File: config.mk
export PLATFORM = sky130hd
export DESIGN_NAME = rtph_cell
export DESIGN_NICKNAME = d
export VERILOG_FILES = /design/src/hdl/rtph_pkg.sv /design/src/hdl/rtph_cell.sv
export SDC_FILE = /design/constraint.sdc
export NUM_CORES = 1
export LEC_CHECK = 0
export ABC_AREA = 1
export BUFFER_PORTS_ARGS = -buffer_cell sky130_fd_sc_hd__clkbuf_2
export CAP_MARGIN = 15
export CORE_MARGIN = 5
export CORE_UTILIZATION = 44
export DETAILED_ROUTE_END_ITERATION = 16
export PLACE_DENSITY = 0.88
export SETUP_SLACK_MARGIN = 0.15
export SYNTH_ARGS = -nofsm -noshare
export SYNTH_HDL_FRONTEND = slang
export SYNTH_SLANG_ARGS = --single-unit
File: constraint.sdc
create_clock -name clk -period 1.85 [get_ports clk]
set_clock_uncertainty 0.05 [all_clocks]
set_input_delay 0.0925 -clock clk [delete_from_list [all_inputs] [get_ports clk]]
set_output_delay 0.0925 -clock clk [all_outputs]
set_load 0.03 [all_outputs]
File: src/hdl/rtph_pkg.sv
`timescale 1ns / 1ps
// Shared types and constants for the rack tooth profile height block.
package rtph_pkg;

  localparam int FRAC_BITS  = 16;
  localparam int POS_W      = 24;
  localparam int X_W        = FRAC_BITS + 1;
  localparam int CFG_IDX_W  = 3;
  localparam int CFG_DATA_W = 24;
  localparam int HEIGHT_W   = 28;
  localparam int R2_W       = 20;
  localparam int RAD_W      = R2_W + FRAC_BITS;
  localparam int ROOT_W     = RAD_W / 2;
  localparam int REM_W      = ROOT_W + 2;
  localparam int NCELLS     = ROOT_W;
  localparam int NORM_W     = 26;
  localparam int SLOPE_W    = 24;
  localparam int FPROD_W    = SLOPE_W + X_W + 1;
  localparam int DX_SQ_W    = 2 * X_W;
  localparam int MOD_W      = 24;
  localparam int HPROD_W    = NORM_W + MOD_W + 1;

  localparam logic [CFG_IDX_W-1:0] REG_MODULE_SCALE     = 3'd0;
  localparam logic [CFG_IDX_W-1:0] REG_FLANK_BEGIN      = 3'd1;
  localparam logic [CFG_IDX_W-1:0] REG_FILLET_BEGIN     = 3'd2;
  localparam logic [CFG_IDX_W-1:0] REG_FILLET_CENTER_X  = 3'd3;
  localparam logic [CFG_IDX_W-1:0] REG_FILLET_CENTER_Y  = 3'd4;
  localparam logic [CFG_IDX_W-1:0] REG_FLANK_SLOPE      = 3'd5;
  localparam logic [CFG_IDX_W-1:0] REG_FLANK_OFFSET     = 3'd6;
  localparam logic [CFG_IDX_W-1:0] REG_FILLET_RADIUS_SQ = 3'd7;

  typedef enum logic [1:0] {
    REGION_HEAD   = 2'd0,
    REGION_FLANK  = 2'd1,
    REGION_FILLET = 2'd2,
    REGION_FLOOR  = 2'd3
  } region_t;

  typedef struct packed {
    logic        [MOD_W-1:0]   module_scale;
    logic        [15:0]        flank_begin;
    logic        [15:0]        fillet_begin;
    logic        [15:0]        fillet_center_x;
    logic signed [20:0]        fillet_center_y;
    logic signed [SLOPE_W-1:0] flank_slope;
    logic signed [23:0]        flank_offset;
    logic        [R2_W-1:0]    fillet_radius_sq;
  } cfg_t;

  typedef struct packed {
    region_t                  region;
    logic                     clamped;
    logic signed [NORM_W-1:0] flank_norm;
  } tag_t;

endpackage

File: src/hdl/rtph_cell.sv
`timescale 1ns / 1ps
// One digit cell of the pipelined square root chain.
module rtph_cell (
  input  logic                          clk,
  input  logic                          rst,
  input  logic                          in_valid,
  input  logic [rtph_pkg::RAD_W-1:0]    in_rad,
  input  logic [rtph_pkg::REM_W-1:0]    in_rem,
  input  logic [rtph_pkg::ROOT_W-1:0]   in_root,
  input  rtph_pkg::tag_t                in_tag,
  output logic                          out_valid,
  output logic [rtph_pkg::RAD_W-1:0]    out_rad,
  output logic [rtph_pkg::REM_W-1:0]    out_rem,
  output logic [rtph_pkg::ROOT_W-1:0]   out_root,
  output rtph_pkg::tag_t                out_tag
);
  import rtph_pkg::*;

  logic [REM_W+1:0] rem_sh;
  logic [REM_W+1:0] trial;
  logic             fits;
  logic [REM_W+1:0] rem_new;

  always_comb begin
    rem_sh  = {in_rem, in_rad[RAD_W-1 -: 2]};
    trial   = {2'b00, in_root, 2'b01};
    fits    = (rem_sh >= trial);
    rem_new = fits ? (rem_sh - trial) : rem_sh;
  end

  always_ff @(posedge clk) begin
    if (rst) begin
      out_valid <= 1'b0;
    end else begin
      out_valid <= in_valid;
    end
  end

  always_ff @(posedge clk) begin
    out_rad  <= {in_rad[RAD_W-3:0], 2'b00};
    out_rem  <= rem_new[REM_W-1:0];
    out_root <= {in_root[ROOT_W-2:0], fits};
    out_tag  <= in_tag;
  end

endmodule

* After elaboration in Yosys (flattened, before gate mapping)
Cells that the tools add are included.
** Word-level totals
- Register bits :: 102
- Latch bits :: 0
- Memory bits (writable) :: 0
- ROM bits :: 0
- Output and inout port bits :: 104
- Logic and storage cells :: 10
- Memories kept :: 0
** Cells by class
- Add/subtract/negate cells :: 1
- Multipliers :: 0
- Div/mod/pow operators :: 0
- $lt $le $gt $ge :: 1
- Eq/ne operators :: 0
- Shift operators :: 0
- Multiplexer cells :: 1
- Bitwise operators :: 0
- Reduce and logical (&&, ||, !) cells :: 0
** Operators with widths (count)
- $ge 22x20->1 :: 1
- $mux 20 :: 1
- $sub 20x20->20 :: 1

* Logic depth before layout (Yosys ltp)
Gate-level depths: netlist of run 1.
- Depth after elaboration :: 2
- Depth in mapped cells :: 14
- Gate-level depth less buffers :: 13

* Least setup slack after synthesis of run 1
No wires, ideal clock.
- Kind :: in2reg
- Start :: input in_root[3] (netlist bit)
- End :: register out_rem[0] (netlist bit)
- Setup time :: 112 ps
- Arrival time :: 1391 ps
- Data required time :: 1688 ps
- Slack :: 298 ps
- Cell stages on the path :: 14
- Buffers on the path :: 1
- Cells stage by stage :: inv_1 > ha_1 > nand2_1 > nor2_1 > nand2_1 > nand3_2 > nand2_1 > nand2_1 > nand2_2 > nand2_4 > inv_4 > buf_8 > nand2_2 > nand2_1
** On the way
- Cells in the longest elaborated chain, start to end :: 2
** Ends and longest elaborated chain
- start: declaration :: line rtph_cell.sv:9 : input logic [rtph_pkg::ROOT_W-1:0] in_root,
- $ge 22x20->1 :: line rtph_cell.sv:27 : fits = (rem_sh >= trial);
- $mux 20 :: line rtph_cell.sv:28 : rem_new = fits ? (rem_sh - trial) : rem_sh;
- via rem_new[0] :: line rtph_cell.sv:22 : logic [REM_W+1:0] rem_new;
- end signal: assignment :: line rtph_cell.sv:41 : out_rem <= rem_new[REM_W-1:0];
- end: declaration :: line rtph_cell.sv:13 : output logic [rtph_pkg::REM_W-1:0] out_rem,
The timed path passes the listed nets, and every way through them passes these cells.
A chain may end at the register's enable or synchronous reset.

* Worst setup path after layout of run 1
- Start :: input in_root[7] (netlist bit)
- End :: register out_rem[11] (netlist bit)
** On the way
- Cells in the longest elaborated chain, start to end :: 2
- Elaborated cells between the ends (all ways) :: 3
- Those cells by class :: 1 x add/sub; 1 x order compare; 1 x mux
** Ends and longest elaborated chain (line)
- $sub 20x20->20 / $ge 22x20->1 (equally long branches) :: rtph_cell.sv:28, rtph_cell.sv:27
- $mux 20 (*) :: rtph_cell.sv:28
- via rem_new[11] :: rtph_cell.sv:22
The timed path passes the listed nets; every way through them passes the cells marked *.

==> results of run 1 <==
sequential cells by signal (all words and copies together), names as in the netlist:
register	cells
out_rad	34
out_rem	20
out_root	18
out_tag	29
out_valid	1
per-layer routing:
layer / global-route usage, % / wire (um) / vias to the layer above
met5: 0 / 0 / -
met4: 16.5 / 918 / 0
met3: 6.96 / 1250 / 63
met2: 51.4 / 7420 / 241
met1: 33.0 / 5760 / 1846
li1: - / - / 1963
stage by stage:
stage	utilization [%]	TNS [ps]	hold WS [ps]	setup WS, ps
3_3_place_gp	59.4	0	145	38.1
3_5_place_dp	59.4	-19.8	146	-19.8
4_1_cts	74.4	0	137	373
2_1_floorplan	-	0	70.2	298
6_report	74.5	0	167	322
5_1_grt	74.5	0	180	155
cell families after synthesis:
group / share of synthesized area, %
adder cells (fa/ha/maj): 6.80
XOR/XNOR: 2.14
buffers and inverters: 8.12
flip-flops: 55.5
other: 0.102
AND/OR/NAND/NOR: 23.9
AO/OA/AOI/OAI: 3.53
final cells by class:
class	count	share of cell area, %
tap	105	2.16
inverter	65	4.09
sequential	102	33.5
clock buffer	10	2.26
timing repair buffer	316	34.9
multi-input combinational	261	22.1
clock inverter	6	0.946
path summary, 6_finish.rpt:
path / start / end / slack (ps) / cells past startpoint
max: in_root[7] / out_rem[11] / 320 / 14
min: in_rem[17] / out_rem[19] / 170 / 5
power by group through the flow:
| stage | sequential, mW | combinational, mW | clock [mW] |
|---|---|---|---|
| after CTS | 2.43 | 1.39 | 1.41 |
| after global placement | 2.47 | 1.20 | 0 |
| after floorplan | 2.85 | 0.418 | 0 |
| final | 2.44 | 1.45 | 1.44 |
| after global routing | 2.46 | 1.55 | 1.53 |
| after detailed placement | 2.48 | 1.21 | 0 |
synthesized netlist by cell type (2+ instances only):
cell	count
nand3_1	25
nor2_1	24
and2_1	2
ha_1	20
nor3_1	3
buf_6	2
nand3b_1	4
xnor2_1	2
a21oi_1	14
o21ai_0	3
o21bai_1	2
inv_1	64
nand4_1	2
xor2_1	7
buf_4	2
a21oi_2	2
nand2_1	134
nand2_2	11
dfxtp_1	102
what timing repair did:
item / CTS / global route
resized for setup: 0 / 1
setup endpoints to repair: 0 / 1
endpoints found under the hold margin: 101 / 0
hold buffers: 103 / 0
critical path, cell delays in order:
cell	delay, ps
clkbuf_2	100
inv_1	40
ha_1	350
nand2_1	190
inv_1	50
nand2_1	60
nand2_1	80
a21oi_2	140
nand2_1	90
nand2_2	80
nand2_4	80
inv_6	200
nand2_1	110
nand2_1	100
==> flow_summary.yaml, run 1 <==
synthesis:
  avgSynthCellArea_um2: 8.52
  ys_types: 26
  netlist.area_leader.share_pct: 55.5
  synth_seq_cells: 102
  synth_edf_count: 0
  ys_seq_area_share_pct: 55.5
  syn_inst: 432
  synth_area_leaders: "dfxtp_1 55%, nand2_1 14%, ha_1 6.8%"
  yosysWarnings: 0
  synth_top_area_cell: "dfxtp_1"
  ys.flop_type: "dfxtp_1"
  syn_area_um2: 3680
  synthArstFlopShare_pct: 0
power:
  p_leak_nw: 3.36
  p_switching_mw: 1.85
  p_clk_share_pct: 26.9
  power_density_nw_per_um2: 875
  p_total_mw: 5.33
  power.internal_mw: 3.48
  power_switching_share_pct: 34.8
  power_frac_comb_pct: 27.2
  seqPwrFrac_pct: 45.8
  ir_drop_v: 0.000473
die:
  die_x_um: 101
  fp-row-count: 33
  die_area_um2: 10300
  start_util_pct: 45.0
  die_height_um: 101
  pin_count: 210
  core_region_area_um2: 8180
placed_design:
  hpwl_um: 9250
  portBuffers: 207
  dp_cells: 746
  place_congestion: 0.879
  placed_cell_area_um2: 4860
cts:
  cts_tree: "done"
  cts_setup_buffers: 0
  htreeDepth: 3
  cts_buffer_depth: 2
  cts_buffers: 9
  clockRootBuffer: "clkbuf_8"
  cts_sinks: 102
  cts.reportedPaths.clkPinSlew_ps: 100
drt:
  drtIter0Drc: 381
  drtAntennaViolNets: 0
  route.detailed.drc: 0
  drt_first_pass_iters: 6
  wirelength_um: 15300
  vias_per_cell: 4.75
  wl_per_cell_um: 17.7
  via_count: 4113
timing:
  max_freq_mhz: 654
  setup_violations: 0
  fin_crit_sh_pct: 82.6
  finalHoldViolations: 0
  maxSlewViolCount: 0
  rsz0062_at_grt: "false"
  fin_crit_ps: 1530
finish:
  antennaDiodeCount: 0
  register_area_um2: 2040
  final_cell_mix: "207 x clkbuf_2, 134 x nand2_1, 103 x dlygate4sd3_1"
  nNetsFinal: 881
  drive_gt1_share_pct: 32.2
  final_cells: 865
  final_common_cell: "clkbuf_2"
  fin_area_um2: 6090
  multi_input_area_um2: 1350
  synthToLayoutAreaGrowth_pct: 65.3
  n_fill_cell: 524
global_routing:
  grt_max_degree: 20
  antenna_found_initial: 0
  grt_pass1_wl_um: 23300
  grt_pass1_vias: 4295
  track_usage_pct: 29.5
  grt_overflow_total: 0
critical_path:
  cp.required_ps: 2100
  crit_arrival_ps: 1780
  cp-start-kind: "primary input"
  worstPathMaxFanout: 19
  end_kind: "register"
  path_class: "in2reg"
job:
  maxCapViolCount: 0
run_status:
  status: "finished clean"
worst_hold_path:
  hp-class: "in2reg"
Note: power is estimated with default switching activity, not from simulation.
==> inputs of run 2 (changes only) <==
--- a/config.mk
+++ b/config.mk
@@ -9,9 +9,9 @@
 export BUFFER_PORTS_ARGS = -buffer_cell sky130_fd_sc_hd__clkbuf_2
 export CAP_MARGIN = 15
 export CORE_MARGIN = 5
-export CORE_UTILIZATION = 44
+export CORE_UTILIZATION = 39
 export DETAILED_ROUTE_END_ITERATION = 16
-export PLACE_DENSITY = 0.88
+export PLACE_DENSITY = 0.83
 export SETUP_SLACK_MARGIN = 0.15
 export SYNTH_ARGS = -nofsm -noshare
 export SYNTH_HDL_FRONTEND = slang
==> constraint.sdc (replaced) <==
create_clock -name clk -period 1.29 [get_ports clk]
set_clock_uncertainty 0.05 [all_clocks]
set_input_delay 0.0645 -clock clk [delete_from_list [all_inputs] [get_ports clk]]
set_output_delay 0.0645 -clock clk [all_outputs]
set_load 0.03 [all_outputs]
==> run 2 against run 1 <==
Against the previous run: clock-buffer cell count fell by 1; critical path type unchanged; sequential share of layout area fell by 6.6 points; highest routed layer unchanged; clock power rose by 44%; wire length rose by 45%; critical path depth fell by 2; final cell count rose by 10%; the run now ends with negative hold slack, negative setup slack left; die area rose by 12%; flip-flop and latch count did not move; critical endpoint is now out_rem[12].
==> flow_summary.yaml, run 2 (same netlist as run 1, synthesis figures left out) <==
finish:
  final_cell_mix: "189 x clkbuf_2, 102 x dfxtp_1, 101 x dlygate4sd3_1"
  largest_reg_flops: 34
  final_common_cell: "clkbuf_2"
  final_cells: 955
  synthToLayoutAreaGrowth_pct: 106
  drive_gt1_share_pct: 54.9
  top_regs: "out_rad: 34 flops, out_tag: 29 flops, out_rem: 20 flops"
  nNetsFinal: 947
  n_fill_cell: 447
  largest-register: "out_rad"
die:
  start_util_pct: 39.9
  die_x_um: 107
  core_region_area_um2: 9240
  die_area_um2: 11500
  pin_count: 210
  fp-row-count: 35
  die_height_um: 107
drt:
  vias_per_cell: 5.25
  wirelength_um: 22200
  drt_first_pass_iters: 6
  drtIter0Drc: 415
  wl_per_cell_um: 23.3
  route.detailed.drc: 0
  via_count: 5012
  drtAntennaViolNets: 0
global_routing:
  antenna_found_initial: 0
  grt_max_degree: 20
  track_usage_pct: 29.3
  grt_pass1_vias: 4800
  grt_overflow_total: 0
  grt_pass1_wl_um: 25700
timing:
  rsz0062_at_grt: "true"
  setup_violations: 9
  fin_crit_ps: 1370
  fin_tns_setup_ps: -284
  max_freq_mhz: 732
  finalHoldViolations: 1
  fin_crit_sh_pct: 106
  maxSlewViolCount: 0
  worst_slack_ps: -77.0
  holdWs_ps: -98.2
power:
  ir_drop_v: 0.000682
  p_total_mw: 8.68
  p_leak_nw: 3.87
  power_density_nw_per_um2: 1150
cts:
  htreeDepth: 3
  cts_buffer_depth: 2
  cts.reportedPaths.clkPinSlew_ps: 120
  clockRootBuffer: "clkbuf_8"
  cts_sinks: 102
  cts_buffers: 9
  cts_tree: "done"
critical_path:
  crit_arrival_ps: 1620
  cp.required_ps: 1540
  worstPathMaxFanout: 4
  path_class: "in2reg"
  cp-start-kind: "primary input"
  end_kind: "register"
placed_design:
  portBuffers: 207
  dp_cells: 818
  place_congestion: 0.914
  hpwl_um: 9930
  dp_worst_setup_slack_ps: -439
job:
  maxCapViolCount: 0
run_status:
  violations: "negative hold slack, negative setup slack"
  status: "finished with violations"
worst_hold_path:
  hp-class: "in2reg"
## run 2: worst paths after layout
check / startpoint / endpoint / cells past startpoint / slack, ps
setup / recovery: in_root[3] / out_rem[12] / 12 / -80
hold / removal: in_rad[34] / out_rem[0] / 3 / -100
## run 2: cell type report
class                   count  area, um2  area share, %
inverters                  65        304           4.01
well taps                 129        161           2.13
clock inverters             6       57.6          0.760
clock buffers               9        124           1.64
diodes                      1       2.50         0.0330
repair buffers            382       2800           37.0
multi-input cells         261       2080           27.5
flip-flops and latches    102       2040           27.0
## run 2: worst max-delay path, stage by stage
cell	delay [ps]
buf_6	100
inv_2	60
ha_4	230
a21oi_4	190
buf_4	160
nor2_1	40
nor2_1	180
nand2_2	150
nand2_1	130
nand3b_1	140
nand3_4	120
nand2_2	50
## run 2: repair_timing
action	in CTS	in global routing
cloned	1	0
endpoints found under the setup margin	21	22
resized for setup	40	152
hold endpoints to repair	101	3
hold buffers	100	2
buffers inserted	11	8
pin swaps	28	55
## run 2: metal layers
metal	part of all wire, %	track usage, %	vias to the layer above	routed length (um)
met2	46	52.9	422	10300
li1	-	-	2099	-
met1	35	29.8	2309	7700
met4	9.2	15.9	0	2040
met5	0	0	-	0
met3	9.7	8.91	182	2160
## run 2: power by group
| part | internal [mW] | switching (mW) |
|---|---|---|
| Combinational | 1.24 | 1.84 |
| Sequential | 3.41 | 0.111 |
| Clock | 0.736 | 1.33 |
## run 2: per-stage QoR
stage,utilization [%],area [um2]
after global routing,81.9,7570
after detailed placement,60.4,5580
final,82.0,7570
after CTS,75.8,7000
after global placement,60.4,5580
after floorplan,-,4020
