**config.mk**
```make
export PLATFORM = sky130hd
export DESIGN_NAME = rtph_regs
export DESIGN_NICKNAME = d
export VERILOG_FILES = /design/src/hdl/rtph_pkg.sv /design/src/hdl/rtph_regs.sv
export SDC_FILE = /design/constraint.sdc
export NUM_CORES = 1
export LEC_CHECK = 0
export ABC_AREA = 1
export BUFFER_PORTS_ARGS = -buffer_cell sky130_fd_sc_hd__buf_2
export CAP_MARGIN = 20
export CORE_MARGIN = 2
export CORE_UTILIZATION = 55
export DETAILED_ROUTE_END_ITERATION = 7
export PLACE_DENSITY = 0.94
export SLEW_MARGIN = 40
export SYNTH_ARGS = -nofsm -noshare
export SYNTH_HDL_FRONTEND = slang
export SYNTH_SLANG_ARGS = --single-unit
```
**constraint.sdc**
```tcl
create_clock -name clk -period 2.7 [get_ports clk]
set_input_delay 0.135 -clock clk [delete_from_list [all_inputs] [get_ports clk]]
set_output_delay 0.135 -clock clk [all_outputs]
set_load 0.01 [all_outputs]
```
**src/hdl/rtph_pkg.sv**
```systemverilog
`timescale 1ns / 1ps
// Shared types and constants for the rack tooth profile height block.
package rtph_pkg;

  localparam int FRAC_BITS  = 16;
  localparam int POS_W      = 24;
  localparam int X_W        = FRAC_BITS + 1;
  localparam int CFG_IDX_W  = 3;
  localparam int CFG_DATA_W = 24;
  localparam int HEIGHT_W   = 28;
  localparam int R2_W       = 20;
  localparam int RAD_W      = R2_W + FRAC_BITS;
  localparam int ROOT_W     = RAD_W / 2;
  localparam int REM_W      = ROOT_W + 2;
  localparam int NCELLS     = ROOT_W;
  localparam int NORM_W     = 26;
  localparam int SLOPE_W    = 24;
  localparam int FPROD_W    = SLOPE_W + X_W + 1;
  localparam int DX_SQ_W    = 2 * X_W;
  localparam int MOD_W      = 24;
  localparam int HPROD_W    = NORM_W + MOD_W + 1;

  localparam logic [CFG_IDX_W-1:0] REG_MODULE_SCALE     = 3'd0;
  localparam logic [CFG_IDX_W-1:0] REG_FLANK_BEGIN      = 3'd1;
  localparam logic [CFG_IDX_W-1:0] REG_FILLET_BEGIN     = 3'd2;
  localparam logic [CFG_IDX_W-1:0] REG_FILLET_CENTER_X  = 3'd3;
  localparam logic [CFG_IDX_W-1:0] REG_FILLET_CENTER_Y  = 3'd4;
  localparam logic [CFG_IDX_W-1:0] REG_FLANK_SLOPE      = 3'd5;
  localparam logic [CFG_IDX_W-1:0] REG_FLANK_OFFSET     = 3'd6;
  localparam logic [CFG_IDX_W-1:0] REG_FILLET_RADIUS_SQ = 3'd7;

  typedef enum logic [1:0] {
    REGION_HEAD   = 2'd0,
    REGION_FLANK  = 2'd1,
    REGION_FILLET = 2'd2,
    REGION_FLOOR  = 2'd3
  } region_t;

  typedef struct packed {
    logic        [MOD_W-1:0]   module_scale;
    logic        [15:0]        flank_begin;
    logic        [15:0]        fillet_begin;
    logic        [15:0]        fillet_center_x;
    logic signed [20:0]        fillet_center_y;
    logic signed [SLOPE_W-1:0] flank_slope;
    logic signed [23:0]        flank_offset;
    logic        [R2_W-1:0]    fillet_radius_sq;
  } cfg_t;

  typedef struct packed {
    region_t                  region;
    logic                     clamped;
    logic signed [NORM_W-1:0] flank_norm;
  } tag_t;

endpackage

```
**src/hdl/rtph_regs.sv**
```systemverilog
`timescale 1ns / 1ps
// Configuration register file of the rack tooth profile height block.
module rtph_regs (
  input  logic                               clk,
  input  logic                               rst,
  input  logic                               cfg_wr_en,
  input  logic [rtph_pkg::CFG_IDX_W-1:0]     cfg_addr,
  input  logic [rtph_pkg::CFG_DATA_W-1:0]    cfg_wdata,
  output rtph_pkg::cfg_t                     cfg
);
  import rtph_pkg::*;

  always_ff @(posedge clk) begin
    if (rst) begin
      cfg.module_scale     <= MOD_W'(1) << FRAC_BITS;
      cfg.flank_begin      <= '0;
      cfg.fillet_begin     <= '0;
      cfg.fillet_center_x  <= '0;
      cfg.fillet_center_y  <= '0;
      cfg.flank_slope      <= '0;
      cfg.flank_offset     <= '0;
      cfg.fillet_radius_sq <= '0;
    end else if (cfg_wr_en) begin
      case (cfg_addr)
        REG_MODULE_SCALE:     cfg.module_scale     <= cfg_wdata;
        REG_FLANK_BEGIN:      cfg.flank_begin      <= cfg_wdata[15:0];
        REG_FILLET_BEGIN:     cfg.fillet_begin     <= cfg_wdata[15:0];
        REG_FILLET_CENTER_X:  cfg.fillet_center_x  <= cfg_wdata[15:0];
        REG_FILLET_CENTER_Y:  cfg.fillet_center_y  <= $signed(cfg_wdata[20:0]);
        REG_FLANK_SLOPE:      cfg.flank_slope      <= $signed(cfg_wdata);
        REG_FLANK_OFFSET:     cfg.flank_offset     <= $signed(cfg_wdata);
        REG_FILLET_RADIUS_SQ: cfg.fillet_radius_sq <= cfg_wdata[R2_W-1:0];
        default: ;
      endcase
    end
  end

endmodule

```
# [Yosys cells after proc, flatten, opt, wreduce, memory -nomap -nowiden]
# Cells that the tools add are included.
# W data, S select, Z words.
[classes] n_eq_ne=7 n_reduce_logical=9
[op_table] operator="$reduce_and A2 Y1" count=8
[op_table] operator="$eq A3 B3 Y1 const B" count=4
[op_table] operator="$eq A3 B2 Y1 const B" count=2
[op_table] operator="$eq A3 B1 Y1 const B" count=1
[op_table] operator="$logic_not A3 Y1" count=1
[word_totals] regBits=161 inputBits=30

# [Longest topological paths before layout]
# Gate-level depths: netlist of the first run.
[logic_depth] word_depth=2 depth_mapped=7

# [Least setup slack after synthesis of the first run]
# No wires, ideal clock.
[synth_path] kind="in2reg" start="in cfg_addr[0] in the netlist's numbering" end="reg cfg[149] in the netlist's numbering" arrival_time_ns=0.835 required_ns=2.587 slack_ns=1.752 path_stages=5 n_path_buf=1 cell_sequence="nor2_2 clkbuf_1 nand3_1 nand2_1 nor2_1"
[synth_between] elab_chain_len=2
[synth_lines] item="from (decl)" line="rtph_regs.sv:7" rtl="input logic [rtph_pkg::CFG_IDX_W-1:0] cfg_addr,"
[synth_lines] item="$logic_not A3 Y1" line="rtph_regs.sv:24" rtl="case (cfg_addr)"
[synth_lines] item="$reduce_and A2 Y1 (no line)"
[synth_lines] item="to (decl)" line="rtph_regs.sv:9" rtl="output rtph_pkg::cfg_t cfg"
# No other way between the ends.
# A chain may end at the register's enable or synchronous reset.

# [Worst setup path in the final report of the first run]
[layout_path] start="in cfg_addr[2] in the netlist's numbering" end="reg cfg[42] in the netlist's numbering"
[layout_between] elab_chain_len=2
[layout_lines] item="$eq A3 B3 Y1" line="rtph_regs.sv:24"
[layout_lines] item="$reduce_and A2 Y1 (no line)"
# No other way between the ends.

==> results.toml, run 1 <==
[run_status]
status = "finished, final reports clean"

[global_route]
grt_pass1_wl_mm = 29.2
grt_max_degree = 65
first_global_vias = 5684
antenna_found_initial = 0
gr-usage-all-layers = 0.302
overflow = 0

[placed_design]
dp_hpwl_mm = 12.1
dpl_cell_area_um2 = 7320
portBuffers = 190
place.gp.congestion = 0.806

[synthesis]
syn-num-nets = 943
synth_edf_count = 0
yosys_warnings = 0
yosys.area.top_type_share = 0.509
async_flop_share = 0
synth-seq-area-share = 0.509
synth_ff_type = "dfxtp_1"
synth.most_common_cell = "nor2_1"
yosysTopAreaCell = "dfxtp_1"
ys_types = 13
synthCells = 913
synthTopCellsByArea = "dfxtp_1, nor2_1, nand3_1"
synth.cell_area_um2 = 6330
synth_seq_cells = 161
synth_area_per_cell_um2 = 6.93
yosys-top-cells-count = "nor2_1, nand2_1, dfxtp_1"

[drt]
drt_iter0_drc = 758
viasPerCell = 5.26
wl_per_cell_um = 15.4
vias = 6496
drtPass1Iterations = 7
route.detailed.drc = 0
routed_wl_mm = 19.0
ant_nets = 0

[worst_setup_path]
r2r_slack_ns = 2.07
worstPathMaxFanout = 53
slowest_delay_ns = 0.51
arrival_ns = 1.51
worst_setup_path_start_kind = "input port"
path_class = "input port to flop"
cp-end-kind = "flop"
slowest_stage = "buf_4"
crit_chain = "buf_2 > nand2_2 > inv_2 > buf_4 > nand3_1 > nand2_1 > nor2_1"
cp.required_ns = 3.03

[floorplan]
fp-row-count = 39
die_x_um = 111
die_area_um2 = 12400
die_h_um = 111
start_util = 0.559
ioPinCount = 191
core_um2 = 11300

[sta]
tns_ns = 0
finalCriticalPeriod_ns = 1.18
hold_ws_ns = 0.0783
setup_viol = 0
rsz0062_at_grt = "false"
maxSlewHeadroom = 0.545
max_freq_ghz = 0.850
drv_slew = 0
tightest_slew_ns = 0.681
timing.final.hold_violations = 0
min_period_over_period = 0.436
skew_ns = 0

[finish]
largest_reg_flops = 161
top_register = "cfg"
final_nets = 1108
seq_area_um2 = 3220
n_fill_cell = 923
drive_above_1_share = 0.230
fin_area_um2 = 7920
diodes = 0
multi_input_area_um2 = 2720
area_growth_syn_to_layout_pct = 25.1
top_regs = "cfg x161"

[power]
cellPowerDensity_nw_per_um2 = 692
sw_frac_of_total = 0.253
ir_worst_vdd_mv = 0.565
comb_power_share = 0.102
power_switching_mw = 1.39
p_leak_nw = 3.96
seqPwrFrac = 0.457
power.internal_mw = 4.09
clkPwrFrac = 0.441

[run]
drv_cap = 0

[clock_network]
postCtsSetupBuffers = 0
clk_path_buf_depth = 2
clock_latency_ns = 0.43
cts_root_buf = "clkbuf_16"
clk_pin_slew_ns = 0.06
ctsResizeCount = 0
htree_levels = 4
cts_buffers = 17
clkSinkCount = 161
holdBufCountCts = 1
cts_tree = "done"

[hold_path]
min_path_type = "input port to flop"
-- worst paths after layout --
path / from / end / depth (start not counted)
hold reg to reg: cfg[6]$_SDFFE_PP0P_ / cfg[6]$_SDFFE_PP0P_ / 2
hold / removal: cfg_wdata[22] / cfg[66]$_SDFFE_PP0P_ / 5
setup reg to reg: cfg[96]$_SDFFE_PP0P_ / cfg[96]$_SDFFE_PP0P_ / 2
setup / recovery: cfg_addr[2] / cfg[42]$_SDFFE_PP0P_ / 7
-- cells in the final DEF, fill, tap and decap left out --
master         count
nor2_1           321
buf_2            190
nand2_1          187
dfxtp_1          161
nand3_1          141
inv_1             28
clkbuf_16         17
buf_4             12
nor2_2             6
nor2_4             5
clkinv_2           5
clkbuf_8           4
clkinvlp_4         3
inv_2              2
nand2_2            2
bufinv_16          2
buf_12             2
inv_4              1
clkbuf_1           1
dlygate4sd3_1      1
-- cell type report --
class	count	share of cell area
Clock buffer	22	0.0611
Multi-Input combinational cell	662	0.343
Tap cell	143	0.0226
Timing Repair Buffer	205	0.138
Inverter	31	0.0150
Sequential cell	161	0.407
Clock inverter	10	0.0136
-- through the flow --
| step | instances | total power [mW] | utilization | worst slack, ns |
|---|---|---|---|---|
| 2_1_floorplan | 913 | 2.90 | - | 1.75 |
| 3_3_place_gp | 1201 | 3.09 | 0.647 | 1.17 |
| 3_5_place_dp | 1201 | 3.10 | 0.647 | 1.13 |
| 4_1_cts | 1234 | 5.46 | 0.700 | 1.55 |
| 5_1_grt | 1234 | 5.66 | 0.700 | 1.47 |
| 6_report | 1234 | 5.48 | 0.700 | 1.52 |
-- layer usage --
metal / GRT usage / part of all wire / wire length [µm]
met4: 0.146 / 0.036 / 693
met3: 0.0990 / 0.11 / 2040
met1: 0.368 / 0.39 / 7360
met5: 0 / 0 / 0
met2: 0.482 / 0.47 / 8920
-- worst max-delay path, delay by kind of cell --
kind	cells	cell delay (ns)
buffers and inverters	3	0.89
AND/OR/NAND/NOR	4	0.45
-- power by group through the flow --
stage	clock network (mW)	logic, mW	registers, mW
2_1_floorplan	0	0.309	2.59
3_3_place_gp	0	0.537	2.55
3_5_place_dp	0	0.548	2.55
4_1_cts	2.40	0.554	2.50
5_1_grt	2.53	0.614	2.51
6_report	2.42	0.559	2.50
-- cells by family after synthesis --
group                  Yosys count  synth area share
buffers and inverters           90            0.0642
flip-flops                     161             0.509
AND/OR/NAND/NOR                662             0.427
Note: power is estimated with default switching activity, not from simulation.
==> inputs of run 2 (changes only) <==
CORE_UTILIZATION = 51   (was 55)
PLACE_DENSITY = 0.88   (was 0.94)
clock period = 1.2 ns   (was 2.7 ns; I/O delays follow)
==> run 2 against run 1 <==
Core utilization shrank 1.5 points; register-to-register slack lost 1.6 ns; via count up 1.7%; sequential power up 130%; highest routed layer unchanged.
==> results.toml, run 2 (synthesis results as in run 1) <==
[placed_design]
dp_hpwl_mm = 12.6
place.gp.congestion = 0.804
dpl_cell_area_um2 = 7610
portBuffers = 190

[sta]
hold_ws_ns = 0.00795
tns_ns = 0
maxSlewHeadroom = 0.650
finalCriticalPeriod_ns = 1.02
tightest_slew_ns = 0.525
drv_slew = 0
setup_viol = 0
max_freq_ghz = 0.982
rsz0062_at_grt = "false"
timing.final.hold_violations = 0
skew_ns = 0
min_period_over_period = 0.849

[worst_setup_path]
reg2reg_from = "cfg[76]$_SDFFE_PP0P_"
worst_setup_path_start_kind = "flop"
slowest_stage = "dfxtp_1"
crit_chain = "buf_2"
slowest_delay_ns = 0.38
crit_family = "flip-flops"
crit_buf_inv = 1
path_class = "flop to output pin"
startpoint = "cfg[120]$_SDFFE_PP0P_"
cp-end-kind = "output pin"
arrival_ns = 0.96
worstPathMaxFanout = 2
cp.required_ns = 1.14

[clock_network]
ctsResizeCount = 0
cts_buffers = 17
clkSinkCount = 161
clk_pin_slew_ns = 0.06
cts_root_buf = "clkbuf_16"
cts_tree = "done"
htree_levels = 4
clk_path_buf_depth = 2
clock_latency_ns = 0.43

[global_route]
overflow = 0
grt_max_degree = 56
first_global_vias = 5823
antenna_found_initial = 0
grt_pass1_wl_mm = 29.9
gr-usage-all-layers = 0.292

[floorplan]
die_x_um = 115
start_util = 0.525
die_area_um2 = 13300
die_h_um = 115
fp-row-count = 40
core_um2 = 12100
ioPinCount = 191

[run_status]
status = "finished, final reports clean"

[power]
p_leak_nw = 4.09
ir_worst_vdd_mv = 0.957
cellPowerDensity_nw_per_um2 = 1530

[hold_path]
min_path_type = "input port to flop"
hp-start = "cfg_wdata[23]"

[drt]
ant_nets = 0
route.detailed.drc = 0
drtPass1Iterations = 5
routed_wl_mm = 19.7
viasPerCell = 5.19
wl_per_cell_um = 15.4
vias = 6604
drt_iter0_drc = 764

[finish]
drive_above_1_share = 0.237
utilization = 0.685
final_nets = 1122
top_regs = "cfg x161"
n_fill_cell = 952
largest_reg_flops = 161
area_growth_syn_to_layout_pct = 30.4
diodes = 0
top_register = "cfg"
mostFrequentLayoutCells = "nor2_1, buf_2, nand2_1"
final_common_cell = "nor2_1"
fin_area_um2 = 8260

[run]
drv_cap = 0
[run 2: cell count changes in the layout (fill, tap and decap cells not counted), sizes merged]
cell / before / now
clkinvlp: 3 / 2
buf: 204 / 216
clkbuf: 22 / 23
dlygate4sd3: 1 / 3
clkinv: 5 / 4
bufinv: 2 / 3
[run 2: per-stage QoR]
step	setup slack (ns)	instances	total power [mW]
floorplan	0.327	913	6.52
global placement	0.122	1238	7.05
detailed placement	0.122	1238	7.08
CTS	0.182	1273	12.6
global route	0.172	1273	13.0
finish	0.181	1273	12.6
[run 2: path summary, 6_finish.rpt]
| kind | endpoint | slack (ns) | cells past startpoint |
|---|---|---|---|
| max | cfg[120] | 0.18 | 1 |
| min reg2reg | cfg[108]$_SDFFE_PP0P_ | 0.48 | 2 |
| max reg2reg | cfg[76]$_SDFFE_PP0P_ | 0.51 | 2 |
| min | cfg[160]$_SDFFE_PP0P_ | 0.008 | 5 |
[run 2: what timing repair did]
action                    in CTS  in global routing
hold buffers                   3                  0
setup buffers                  0                  0
hold endpoints to repair       4                  0
[run 2: area by class of cell]
class | instances | area (µm²) | area share
inverter | 31 | 119 | 0.0144
multi-input combinational | 662 | 2720 | 0.330
timing repair buffer | 219 | 1360 | 0.165
clock inverter | 9 | 129 | 0.0156
sequential | 161 | 3220 | 0.390
tap | 168 | 210 | 0.0255
clock buffer | 23 | 488 | 0.0591
[run 2: power breakdown]
group / leakage [nW] / internal (mW) / total [mW] / switching, mW
Clock: 0.299 / 3.49 / 5.64 / 2.15
Sequential: 1.31 / 5.53 / 5.64 / 0.104
Combinational: 2.48 / 0.490 / 1.36 / 0.874
Total: 4.09 / 9.51 / 12.6 / 3.13
[run 2: layer usage]
metal / global-route usage / wire, µm
met2: 0.476 / 9360
met5: 0 / 0
met4: 0.163 / 795
met1: 0.356 / 7820
met3: 0.0696 / 1680
==> inputs of run 3 (changes only) <==
clock period = 1.1 ns   (was 1.2 ns; I/O delays follow)
==> run 3 against run 2 <==
Core utilization grew 0.052 points; die area unchanged; setup slack got worse by 0.077 ns; critical path depth up 5; power up 3.6%; routed wire length is 3.9% lower; sequential share of layout area barely moved; clock-buffer cell count stayed put.
==> results.toml, run 3 (synthesis results as in run 1) <==
[floorplan]
die_area_um2 = 13300
die_h_um = 115
core_um2 = 12100
die_x_um = 115
fp-row-count = 40
ioPinCount = 191
start_util = 0.525

[global_route]
first_global_vias = 5717
gr-usage-all-layers = 0.283
antenna_found_initial = 0
busiest_layer = "met2"
use_met3 = 0.0748
grtUsageMet1 = 0.351
grt_pass1_wl_mm = 28.9
overflow = 0
grt_max_degree = 57
gr-usage-met2 = 0.450

[run_status]
status = "finished, final reports clean"

[worst_setup_path]
reg2reg_from = "cfg[38]$_SDFFE_PP0P_"
cp-end-kind = "flop"
arrival_ns = 1.35
slowest_stage = "dlygate4sd3_1"
worst_setup_path_start_kind = "input port"
cp.required_ns = 1.46
worstPathMaxFanout = 56
r2r_cells = 2
crit_chain = "dlygate4sd3_1 > buf_2 > inv_4 > buf_12 > nand2_1 > nor2_1"
r2r_end = "cfg[38]$_SDFFE_PP0P_"
path_class = "input port to flop"
r2r_slack_ns = 0.49
slowest_delay_ns = 0.54

[sta]
maxSlewHeadroom = 0.637
max_freq_ghz = 1.00
setup_viol = 0
timing.final.hold_violations = 0
finalCriticalPeriod_ns = 0.996
fin_ws_ns = 0.104
skew_ns = 0
tightest_slew_ns = 0.544
min_period_over_period = 0.905
tns_ns = 0
drv_slew = 0
rsz0062_at_grt = "false"

[power]
ir_worst_vdd_mv = 0.997
seqPwrFrac = 0.470
power_switching_mw = 3.34
cellPowerDensity_nw_per_um2 = 1580
clkPwrFrac = 0.416
p_leak_nw = 4.07
comb_power_share = 0.114
finalPower_mw = 13.1
power.internal_mw = 9.75
sw_frac_of_total = 0.255

[drt]
viasPerCell = 5.10
drtPass1Iterations = 6
wl_per_cell_um = 14.8
route.detailed.drc = 0
ant_nets = 0
routed_wl_mm = 18.9
vias = 6530
drt_iter0_drc = 730

[finish]
drive_above_1_share = 0.238
mostFrequentLayoutCells = "nor2_1, buf_2, nand2_1"
diodes = 0
area_growth_syn_to_layout_pct = 30.5
final_nets = 1129
top_register = "cfg"
final_common_cell = "nor2_1"
largest_reg_flops = 161
top_regs = "cfg x161"
n_fill_cell = 994

[placed_design]
place.gp.congestion = 0.810
dpl_worst_slack_ns = 0.00384
dp_hpwl_mm = 12.4
portBuffers = 190

[clock_network]
cts_buffers = 17
clk_path_buf_depth = 2
clock_latency_ns = 0.42
cts_root_buf = "clkbuf_16"
htree_levels = 4
clkSinkCount = 161
cts_tree = "done"
clk_pin_slew_ns = 0.06

[hold_path]
hp-start = "cfg_wdata[23]"
min_path_type = "input port to flop"
hold_depth = 5
min_to = "cfg[160]$_SDFFE_PP0P_"

[run]
drv_cap = 0
[run 3: cell count changes in the layout (fill, tap and decap cells not counted), sizes merged]
cell         before  now
bufinv            3    1
clkinv            4    2
clkinvlp          2    6
buf             216  222
dlygate4sd3       3    4
[run 3: worst max-delay path by stage]
stage                                     start                     to  slack [ns]  cells after the start
after floorplan                     cfg_addr[0]  cfg[149]$_SDFFE_PP0P_        0.23                      5
after global placement              cfg_addr[0]   cfg[31]$_SDFFE_PP0P_        0.05                      7
after detailed placement            cfg_addr[0]   cfg[20]$_SDFFE_PP0P_       0.004                      7
after CTS                 cfg[120]$_SDFFE_PP0P_               cfg[120]        0.11                      1
after global routing                        rst   cfg[83]$_SDFFE_PP0P_        0.06                      6
final                                       rst   cfg[38]$_SDFFE_PP0P_        0.10                      6
[run 3: layer usage]
| layer | vias to the layer above | routed length [µm] |
|---|---|---|
| li1 | 3198 | - |
| met1 | 2932 | 7530 |
| met2 | 341 | 8870 |
| met3 | 59 | 1760 |
| met4 | 0 | 736 |
| met5 | - | 0 |
[run 3: layout make-up]
cell class	instances	area, µm²	area share
sequential	161	3220	0.390
inverter	31	119	0.0144
timing repair buffer	226	1440	0.175
multi-input combinational	662	2720	0.330
clock inverter	9	85.1	0.0103
tap	168	210	0.0254
clock buffer	23	458	0.0554
[run 3: worst max-delay path, delay by kind of cell]
family,cells,cell delay [ns]
simple gates,2,0.22
buf+inv,4,1.06
[run 3: power by group through the flow]
stage	logic (mW)	registers, mW	clock network (mW)
after floorplan	0.757	6.36	0
after global placement	1.44	6.27	0
after detailed placement	1.47	6.27	0
after CTS	1.49	6.15	5.49
after global routing	1.65	6.16	5.74
final	1.50	6.15	5.45
[run 3: timing repair]
action,CTS,global route
endpoints found under the hold margin,8,0
setup buffers,0,0
gates resized for setup,0,0
hold buffers,4,0
[run 3: metrics by stage]
step	hold slack, ns	instances	instance area, µm²	util
after floorplan	0.168	913	6330	-
after detailed placement	0.287	1244	7680	0.637
final	0.0174	1280	8260	0.685
after global placement	0.280	1244	7680	0.637
after CTS	0.00224	1280	8260	0.685
after global routing	0.0538	1280	8260	0.685
